### src/hdl/cph_pkg.sv
// Shared types and constants for the complex point hit histogram.
// Holds operation codes, result status codes, store geometry and the
// queue entry format used by the front end, the queue and the back end.
package cph_pkg;

	// store geometry and counter width
	localparam int MAX_COLS   = 256;
	localparam int MAX_ROWS   = 256;
	localparam int COUNT_BITS = 32;
	localparam int COL_BITS   = 8;
	localparam int ROW_BITS   = 8;
	localparam int ADDR_BITS  = $clog2(MAX_COLS * MAX_ROWS);
	localparam int TOTAL_BITS = 48;

	// queue between front and back
	localparam int Q_DEPTH    = 4;
	localparam int Q_PTR_BITS = $clog2(Q_DEPTH);

	// input operation codes
	localparam logic [1:0] OP_ADD   = 2'd0;
	localparam logic [1:0] OP_CLEAR = 2'd1;
	localparam logic [1:0] OP_READ  = 2'd2;
	localparam logic [1:0] OP_NONE  = 2'd3;

	// result status codes (also the work kind carried in the queue)
	localparam logic [1:0] STAT_COUNTED = 2'd0;
	localparam logic [1:0] STAT_OUTSIDE = 2'd1;
	localparam logic [1:0] STAT_CLEARED = 2'd2;
	localparam logic [1:0] STAT_READ    = 2'd3;

	// configuration register indexes
	localparam int CFG_IDX_BITS = 3;
	localparam logic [CFG_IDX_BITS-1:0] REG_X_MIN   = 3'd0;
	localparam logic [CFG_IDX_BITS-1:0] REG_Y_MIN   = 3'd1;
	localparam logic [CFG_IDX_BITS-1:0] REG_X_SCALE = 3'd2;
	localparam logic [CFG_IDX_BITS-1:0] REG_Y_SCALE = 3'd3;
	localparam logic [CFG_IDX_BITS-1:0] REG_WIDTH   = 3'd4;
	localparam logic [CFG_IDX_BITS-1:0] REG_HEIGHT  = 3'd5;

	// one classified item waiting for the back end
	typedef struct packed {
		logic [1:0]          kind;
		logic [COL_BITS-1:0] col;
		logic [ROW_BITS-1:0] row;
	} entry_t;

	// write side of the queue
	typedef struct packed {
		logic   valid;
		entry_t entry;
	} push_t;

	// read side of the queue
	typedef struct packed {
		logic   valid;
		entry_t entry;
	} head_t;

	// back end status seen by the front end
	typedef struct packed {
		logic init_busy;
	} back_stat_t;

endpackage

### src/hdl/cph_queue.sv
// Short queue of classified items between the front and back ends.
// Flop based, one write and one read per cycle. Uses cph_pkg.
module cph_queue (
	input  logic           clk,
	input  logic           arst_n,
	input  cph_pkg::push_t push,
	output logic           full,
	output cph_pkg::head_t head,
	input  logic           pop
);

	cph_pkg::entry_t                slot_q [cph_pkg::Q_DEPTH];
	logic [cph_pkg::Q_PTR_BITS-1:0] wr_ptr_q;
	logic [cph_pkg::Q_PTR_BITS-1:0] rd_ptr_q;
	logic [cph_pkg::Q_PTR_BITS:0]   count_q;
	logic                           do_pop;

	assign full       = (count_q == (cph_pkg::Q_PTR_BITS+1)'(cph_pkg::Q_DEPTH));
	assign head.valid = (count_q != '0);
	assign head.entry = slot_q[rd_ptr_q];
	assign do_pop     = pop && head.valid;

	// store pushed entries
	always_ff @(posedge clk) begin
		if (push.valid) begin
			slot_q[wr_ptr_q] <= push.entry;
		end
	end

	// advance pointers and occupancy
	always_ff @(posedge clk or negedge arst_n) begin
		if (!arst_n) begin
			wr_ptr_q <= '0;
			rd_ptr_q <= '0;
			count_q  <= '0;
		end else begin
			if (push.valid) begin
				wr_ptr_q <= wr_ptr_q + 1'b1;
			end
			if (do_pop) begin
				rd_ptr_q <= rd_ptr_q + 1'b1;
			end
			if (push.valid && !do_pop) begin
				count_q <= count_q + 1'b1;
			end else if (!push.valid && do_pop) begin
				count_q <= count_q - 1'b1;
			end
		end
	end

endmodule

### config.mk
export PLATFORM = sky130hd
export DESIGN_NAME = cph_queue
export DESIGN_NICKNAME = d
export VERILOG_FILES = /design/src/hdl/cph_pkg.sv /design/src/hdl/cph_queue.sv
export SDC_FILE = /design/constraint.sdc
export NUM_CORES = 1
export LEC_CHECK = 0
export BUFFER_PORTS_ARGS = -buffer_cell sky130_fd_sc_hd__buf_2
export CORE_ASPECT_RATIO = 2
export CORE_MARGIN = 2
export CORE_UTILIZATION = 23
export DETAILED_ROUTE_END_ITERATION = 8
export PLACE_DENSITY_LB_ADDON = 0.25
export SYNTH_ARGS = -nofsm -noshare
export SYNTH_HDL_FRONTEND = slang
export SYNTH_SLANG_ARGS = --single-unit
### constraint.sdc
create_clock -name clk -period 5.4 [get_ports clk]
set_input_delay 0.54 -clock clk [delete_from_list [all_inputs] [get_ports clk]]
set_output_delay 0.54 -clock clk [all_outputs]
set_load 0.02 [all_outputs]
==> results by group, run 1 <==
Clocking
  • Clock root buffer: clkbuf_16
  • PostCTS Resize Cnt: 0
  • CTS tree: built
  • Post-CTS setup buffer count: 0
  • Clock H-tree levels: 3
  • Maximum clock path buffer count: 2
  • Clock slew at reported path FFs: 0.06 ns
  • Worst-Skew Late Latency: 0.33 ns
  • Total CTS buffers: 9
  • CTS sink count: 79
  • CTS hold repair buffers: 0

Die
  • Site Rows: 59
  • Effective utilization at floorplan: 23.3%
  • Die ar.: 14100 µm²
  • Die Height: 166 µm
  • IO Pins: 42
  • Die W: 84.9 µm
  • Core Area: 12900 µm²

Setup path
  • Worst r2r src: count_q[0]
  • WP data arrival: 2.00 ns
  • Startpoint types: flop
  • Crit. Startpoint: rd_ptr_q[0]
  • Crit Path Max Fanout: 15
  • Crit path capture type: output pin
  • CP required: 4.86 ns
  • Worst setup path class: reg2out

Synth
  • Area leader, netlist: edfxtp_1
  • Post-synthesis async set-or-reset flop share: 8.86%
  • Post-Synthesis Cell Area: 3010 µm²
  • Mapped Nets: 156
  • Ys flop type: edfxtp_1
  • Synth cell count leaders: edfxtp_1, mux4_2, dfrtp_1
  • Syn avg cell area: 23.5 µm²
  • EDFF count, synth: 72
  • Synth unique cells: 20
  • YS warnings: 0
  • Sequential share of the synthesized area: 77.6%
  • Largest cells by area after synthesis: edfxtp_1, mux4_2, dfrtp_1
  • Most common cell in the netlist: edfxtp_1
  • Top-area cell type share of the netlist area: 71.8%
  • #FFs+latches synth: 79
  • Syn Inst Count: 128

Timing
  • Slew @ Worst Pin: 1.05 ns
  • Final hold slack: 0.0416 ns
  • Final Max Tran Viols: 0
  • Fmax: 394 MHz
  • Final period util: 47.1%
  • RSZ-0062 raised after global routing: false
  • Period minus WS final: 2.54 ns
  • Clock skew: 0.00454 ns
  • Final setup TNS: 0 ns
  • Final Hold Viols: 0
  • Max_slew headroom: 30.0%
  • Final setup fails: 0

Place
  • Dpl hpwl: 3.53 mm
  • Placed cell count: 318
  • Port buffer count: 41
  • Placer Congestion: 0.673

Power
  • Cell leakage power: 1.30 nW
  • Pwr Density: 583 nW/µm²
  • Peak VDD IR: 0.224 mV

Routing
  • Detail Route Antenna Nets: 0
  • Via density per instance: 4.05
  • Via count: 1352
  • TritonRoute pass-1 iters: 3
  • Iteration-0 DRC Markers: 53
  • Remaining DRCs: 0
  • Post-Route WL: 5.54 mm
  • WL/cell: 16.6 µm

Global routing
  • Number of global-route vias before repair: 1528
  • Global route overflow: 0
  • Total Routing Usage GR: 8.55%
  • Initial antenna violation count: 0
  • First-pass GRT wire length: 8.81 mm
  • Largest net degree at the start of global routing: 20

Cells and area
  • Fin cells: 334
  • Share of layout cells above drive strength 1: 43.4%
  • ANT cells: 0
  • Nets: 205
  • Synth-to-layout area growth: 23.4%

Job
  • Max Cap Viol: 0

Hold path
  • Tightest Hold Check Type: in2async

Outcome
  • Run status: finished clean
==> power breakdown <==
group / internal [W] / total, W / leakage, nW / switching (W)
sequential: 0.000811 / 0.000896 / 0.743 / 0.0000848
clock: 0.000448 / 0.000674 / 0.163 / 0.000226
combinational: 0.000263 / 0.000597 / 0.393 / 0.000334
==> metrics by stage <==
step           util (%)  setup WS [ns]  power [W]  instance area (µm²)
3_3_place_gp       26.2           3.15    0.00153                 3380
4_1_cts            28.8           2.76    0.00222                 3720
6_report           28.8           2.86    0.00217                 3720
5_1_grt            28.8           2.70    0.00228                 3720
3_5_place_dp       26.2           3.14    0.00154                 3380
2_1_floorplan         -           3.38    0.00133                 3010
==> final cells by class <==
type | instances | area [µm²]
well taps | 152 | 190
clock inverters | 7 | 111
inverters | 3 | 11.3
multi-input cells | 42 | 629
repair buffers | 42 | 213
clock buffers | 9 | 225
flip-flops and latches | 79 | 2340
fillers | 1254 | 9200
==> routing by layer <==
metal / vias to the layer above / global-route usage [%] / share of wire [%]
met1: 689 / 9.70 / 39
met2: 34 / 14.0 / 54
met5: - / 0 / 0
met3: 10 / 2.53 / 4.8
li1: 619 / - / -
met4: 0 / 5.18 / 2.7
==> cell families after synthesis <==
group	after synthesis	synth area share (%)
fa+ha+maj	6	2.74
buf+inv	7	1.54
xor+xnor	6	1.74
flops	79	77.6
mux	19	13.8
simple gates	10	2.41
compound gates	1	0.166
==> cells in the final DEF, fill, tap and decap left out <==
master	netlist	routed
edfxtp_1	72	72
buf_2	1	41
mux4_2	18	18
clkbuf_16	0	9
dfrtp_1	7	7
ha_1	5	5
and2_1	4	4
inv_1	3	3
xnor2_1	3	3
xor2_1	3	3
bufinv_16	0	3
clkinv_2	0	2
or3_4	1	1
nand2_4	1	1
nor3b_1	1	1
mux2_2	1	1
nand2_1	1	1
o21ai_0	1	1
nand3_2	1	1
nor2_1	1	1
fa_1	1	1
clkinv_1	0	1
clkinvlp_4	0	1
buf_4	1	1
==> registers in the layout, indices dropped and copies added, names as in the netlist <==
register  flops
rd_ptr_q      2
slot_q       72
wr_ptr_q      2
count_q       3
==> worst max-delay path, stage by stage, from the launching register on <==
cell,delay [ns]
dfrtp_1,0.55
buf_4,0.38
mux4_2,0.56
buf_2,0.18
==> path summary, 6_finish.rpt <==
| kind | cells after the start | slack (ns) | endpoint |
|---|---|---|---|
| min in group clk | 1 | 0.42 | slot_q[0][9] |
| worst max-delay path | 3 | 2.86 | head[14] |
| worst min-delay path | 1 | 0.04 | count_q[2] |
| worst max register to register | 8 | 3.29 | count_q[2] |
| max in group asynchronous | 1 | 5.19 | rd_ptr_q[0] |
| worst min register to register | 1 | 0.49 | count_q[2] |
Note: power is estimated with default switching activity, not from simulation.
==> run 2: changes to the inputs <==
clock period = 2.31 ns   (was 5.4 ns; I/O delays follow)
==> run 2 against run 1 <==
Effect of this change: die area stayed put; clock power grew 99%; largest power group unchanged; critical path depth up 5; highest routed layer unchanged; critical path type is now reg2reg; sequential power up 120%.
==> results by group, run 2 (synthesis gave the netlist of run 1 again) <==
Routing
  • Iteration-0 DRC Markers: 53
  • Via density per instance: 4.03
  • Detail Route Antenna Nets: 0
  • Via count: 1392
  • WL/cell: 16.4 µm
  • TritonRoute pass-1 iters: 4
  • Remaining DRCs: 0
  • Post-Route WL: 5.65 mm

Cells and area
  • Top flop regs: slot_q (72), count_q (3)
  • Top reg by flops: slot_q
  • ANT cells: 0
  • Fill count: 1265
  • Non-Filler Cell Area, Final: 3750 µm²
  • Share of layout cells above drive strength 1: 46.1%
  • Most frequent cells in the layout: edfxtp_1, buf_2, mux4_2
  • Max FFs per register: 72
  • Fin cells: 345
  • Commonest non-fill, non-tap cell in the layout: edfxtp_1
  • Nets: 216
  • Synth-to-layout area growth: 24.6%

Global routing
  • Met3 usage in global routing: 2.93%
  • Layer with the highest usage: met2
  • GR Util met1: 8.65%
  • Number of global-route vias before repair: 1536
  • Initial antenna violation count: 0
  • GR Util met2: 14.9%
  • Largest net degree at the start of global routing: 19
  • Global route overflow: 0
  • First-pass GRT wire length: 8.56 mm
  • Total Routing Usage GR: 8.40%

Setup path
  • CP required: 2.56 ns
  • Worst Path Buf+Inv: 1
  • CP peak stage delay: 0.44 ns
  • Startpoint types: flop
  • CP max-delay cell: or3_4
  • Crit path top cell by count: xor2_1
  • CP delay by family, top: simple AND/OR/NAND/NOR gates
  • WP data arrival: 2.35 ns
  • Worst setup path class: reg2reg
  • Ordered cell list for the critical path: or3_4 -> nand2_4 -> ha_1 -> inv_1 -> fa_1 -> xor2_1 -> nor2_1 -> xor2_1
  • Crit path capture type: flop
  • Crit Path Max Fanout: 4

Clocking
  • Clock slew at reported path FFs: 0.06 ns
  • Maximum clock path buffer count: 2
  • Worst-Skew Late Latency: 0.33 ns
  • Total CTS buffers: 9
  • CTS sink count: 79
  • PostCTS Resize Cnt: 0
  • Post-CTS setup buffer count: 0
  • CTS tree: built
  • Clock root buffer: clkbuf_16
  • Clock H-tree levels: 3

Die
  • Die ar.: 14100 µm²
  • Die W: 84.9 µm
  • IO Pins: 42
  • Effective utilization at floorplan: 23.3%
  • Core Area: 12900 µm²
  • Die Height: 166 µm
  • Site Rows: 59

Outcome
  • Run status: finished clean

Power
  • NetSw: 0.00152 W
  • Combinational power share: 32.1%
  • Cell leakage power: 1.33 nW
  • Switching share of power: 30.9%
  • Power Total: 0.00492 W
  • Sequential share of power: 40.6%
  • Part of the power in the clock network: 27.3%
  • Pint: 0.00340 W
  • Pwr Density: 1310 nW/µm²
  • Peak VDD IR: 0.574 mV

Place
  • Placed cell count: 328
  • Port buffer count: 41
  • Placer Congestion: 0.659
  • Dpl hpwl: 3.90 mm
  • DP Area: 3460 µm²

Timing
  • Final setup TNS: 0 ns
  • Final setup fails: 0
  • Fmax: 476 MHz
  • Max_slew headroom: 80.0%
  • Clock skew: 0.00359 ns
  • Final Hold Viols: 0
  • Period minus WS final: 2.10 ns
  • Final period util: 91.0%
  • RSZ-0062 raised after global routing: false
  • Slew @ Worst Pin: 0.299 ns
  • Final Max Tran Viols: 0

Job
  • Max Cap Viol: 0

Hold path
  • Tightest Hold Check Type: in2reg
-- run 2: cell count changes in the layout (fill, tap and decap cells not counted), sizes merged --
cell         previous run  this run
clkinv                  3         4
bufinv                  3         1
dlygate4sd3             0         1
buf                    42        52
clkinvlp                1         2
-- run 2: power by group through the flow --
stage               sequential, W  combinational [W]  clock [W]
global placement          0.00202            0.00164          0
detailed placement        0.00203            0.00164          0
global route              0.00203            0.00172    0.00144
floorplan                 0.00200            0.00112          0
CTS                       0.00201            0.00165    0.00139
finish                    0.00200            0.00158    0.00134
-- run 2: what timing repair did --
action,in CTS,in global routing
hold buffers,1,0
endpoints found under the hold margin,7,0
setup endpoints to repair,0,0
-- run 2: per-stage QoR --
step	hold WS, ns	util, %	setup WS, ns
floorplan	-0.0646	-	0.294
global placement	0.0757	26.8	0.270
detailed placement	0.0783	26.8	0.214
CTS	0.101	29.1	0.190
global route	0.104	29.1	0.0713
finish	0.112	29.1	0.208
-- run 2: final timing paths --
kind                             from      endpoint  slack [ns]  cells after the start
setup reg to reg           count_q[0]    count_q[2]        0.21                      8
min in group asynchronous      arst_n    count_q[1]        0.26                      2
hold reg to reg            count_q[2]    count_q[2]        0.49                      1
hold / removal                push[6]  slot_q[3][6]        0.11                      1
max in group asynchronous      arst_n    count_q[2]        1.88                      2
setup / recovery           count_q[0]    count_q[2]        0.21                      8
-- run 2: routing by layer --
metal | wire length [µm] | up-vias
met5 | 0 | -
met3 | 310 | 7
met4 | 98 | 0
met1 | 2120 | 713
met2 | 3110 | 38
li1 | - | 634
-- run 2: layout make-up --
type                    instances  area [µm²]  area share (%)
multi-input cells              42         629            16.8
well taps                     152         190            5.06
repair buffers                 53         298            7.93
clock buffers                   9         225            6.00
flip-flops and latches         79        2340            62.2
clock inverters                 7        63.8            1.70
inverters                       3        11.3           0.300
-- run 2: worst reg2reg max path, stage by stage (launching register included) --
cell     delay (ns)
dfrtp_1        0.43
or3_4          0.44
nand2_4        0.09
ha_1           0.18
inv_1          0.06
fa_1           0.37
xor2_1         0.17
nor2_1         0.11
xor2_1         0.17
==> run 3: changes to the inputs <==
CTS_BUF_LIST = sky130_fd_sc_hd__clkbuf_2 sky130_fd_sc_hd__clkbuf_4 sky130_fd_sc_hd__clkbuf_8   (was not set)
==> run 3 against run 2 <==
Effect of this change: combinational power hardly changed; clock-buffer cell count stayed put; register-to-register slack barely moved; sequential power is essentially flat; global-route usage rose by 0.10 points; worst hold slack worse by 0.027 ns; largest cell class unchanged; critical endpoint unchanged; utilization shrank 0.78 points; via count increased by 0.79%; critical path type unchanged.
==> results by group, run 3 (synthesis gave the netlist of run 1 again) <==
Outcome
  • Run status: finished clean

Cells and area
  • Fin cells: 345
  • Share of layout cells above drive strength 1: 46.1%
  • Fill count: 1267
  • Core Util, Final: 28.3%
  • Commonest non-fill, non-tap cell in the layout: edfxtp_1
  • Max FFs per register: 72
  • Top flop regs: slot_q (72), count_q (3)
  • Most frequent cells in the layout: edfxtp_1, buf_2, mux4_2
  • ANT cells: 0
  • Nets: 216
  • Top reg by flops: slot_q
  • Synth-to-layout area growth: 21.3%
  • Non-Filler Cell Area, Final: 3650 µm²

Setup path
  • Crit. Startpoint: count_q[0]
  • Internal reg-to-reg setup slack: 0.20 ns
  • Crit path capture type: flop
  • Crit Path Max Fanout: 4
  • Reg2reg path depth: 8
  • Worst R2R End: count_q[2]
  • WP data arrival: 2.38 ns
  • CP required: 2.58 ns
  • Startpoint types: flop
  • Worst setup path class: reg2reg
  • Worst r2r src: count_q[0]

Global routing
  • Largest net degree at the start of global routing: 19
  • Initial antenna violation count: 0
  • First-pass GRT wire length: 8.56 mm
  • Number of global-route vias before repair: 1516
  • Global route overflow: 0
  • Total Routing Usage GR: 8.50%

Power
  • Peak VDD IR: 0.558 mV
  • Sequential share of power: 43.9%
  • Part of the power in the clock network: 21.4%
  • Cell leakage power: 1.28 nW
  • Combinational power share: 34.8%
  • Pwr Density: 1250 nW/µm²
  • Switching share of power: 32.7%
  • NetSw: 0.00149 W
  • Pint: 0.00306 W

Die
  • Die Height: 166 µm
  • Die W: 84.9 µm
  • IO Pins: 42
  • Site Rows: 59
  • Die ar.: 14100 µm²
  • Effective utilization at floorplan: 23.3%
  • Core Area: 12900 µm²

Routing
  • WL/cell: 16.5 µm
  • Iteration-0 DRC Markers: 75
  • Metal2 WL: 3.10 mm
  • Remaining DRCs: 0
  • TritonRoute pass-1 iters: 3
  • Via density per instance: 4.07
  • Wl on met1: 2.15 mm
  • WL met3: 344 µm
  • DR top layer: met4
  • Post-Route WL: 5.71 mm
  • Detail Route Antenna Nets: 0
  • Via count: 1403

Timing
  • Fmax: 475 MHz
  • Final period util: 91.2%
  • Max_slew headroom: 80.1%
  • Final setup fails: 0
  • Final Max Tran Viols: 0
  • Final Hold Viols: 0
  • Slew @ Worst Pin: 0.298 ns
  • Clock skew: 0.00507 ns
  • RSZ-0062 raised after global routing: false
  • Period minus WS final: 2.11 ns
  • Final setup TNS: 0 ns

Place
  • Dpl hpwl: 3.90 mm
  • Placed cell count: 328
  • DP Area: 3460 µm²
  • Port buffer count: 41
  • Placer Congestion: 0.659

Clocking
  • Total CTS buffers: 9
  • Maximum clock path buffer count: 2
  • Clock slew at reported path FFs: 0.08 ns
  • CTS sink count: 79
  • Clock root buffer: clkbuf_8
  • CTS tree: built
  • Clock H-tree levels: 3
  • Worst-Skew Late Latency: 0.35 ns
  • PostCTS Resize Cnt: 0

Job
  • Max Cap Viol: 0

Hold path
  • Cells on Worst Hold Path: 1
  • Hold Crit Start: push[6]
  • Tightest Hold Check Type: in2reg
  • Worst Hold End: slot_q[3][6]
-- run 3: what timing repair did --
action                                 CTS  global route
setup endpoints to repair                0             0
endpoints found under the hold margin    7             0
hold buffers                             1             0
buffers inserted                         0             0
-- run 3: per-stage QoR --
stage | power, W | hold WS (ns) | setup slack [ns]
after floorplan | 0.00312 | -0.0646 | 0.294
after global placement | 0.00366 | 0.0757 | 0.270
after detailed placement | 0.00368 | 0.0783 | 0.214
after CTS | 0.00466 | 0.0641 | 0.185
after global routing | 0.00482 | 0.0635 | 0.0662
final | 0.00455 | 0.0852 | 0.204
-- run 3: area by class of cell --
class | instances | area [µm²] | share of cell area, %
Clock buffer | 9 | 124 | 3.39
Clock inverter | 7 | 63.8 | 1.75
Inverter | 3 | 11.3 | 0.308
Multi-Input combinational cell | 42 | 629 | 17.2
Sequential cell | 79 | 2340 | 64.0
Tap cell | 152 | 190 | 5.21
Timing Repair Buffer | 53 | 298 | 8.15
-- run 3: worst max-delay path by stage --
stage,end,cells after the start
2_1_floorplan,count_q[2],8
3_3_place_gp,count_q[2],8
3_5_place_dp,count_q[2],8
4_1_cts,count_q[2],8
5_1_grt,count_q[2],8
6_report,count_q[2],8
-- run 3: worst max-delay path, cell delays in order (launching register included) --
cell     delay, ns
dfrtp_1       0.44
or3_4         0.44
nand2_4       0.09
ha_1          0.18
inv_1         0.06
fa_1          0.37
xor2_1        0.17
nor2_1        0.11
xor2_1        0.17
-- run 3: routing by layer --
metal	vias to the layer above	global-route usage, %
met5	-	0
met4	0	3.52
met3	9	3.83
met2	36	14.8
met1	723	8.70
li1	635	-
-- run 3: power groups by stage --
stage	Clock, W	Combinational (W)	Sequential [W]
final	0.000972	0.00158	0.00200
after global routing	0.00107	0.00172	0.00202
after CTS	0.00101	0.00165	0.00200
after detailed placement	0	0.00164	0.00203
after global placement	0	0.00164	0.00202
after floorplan	0	0.00112	0.00200
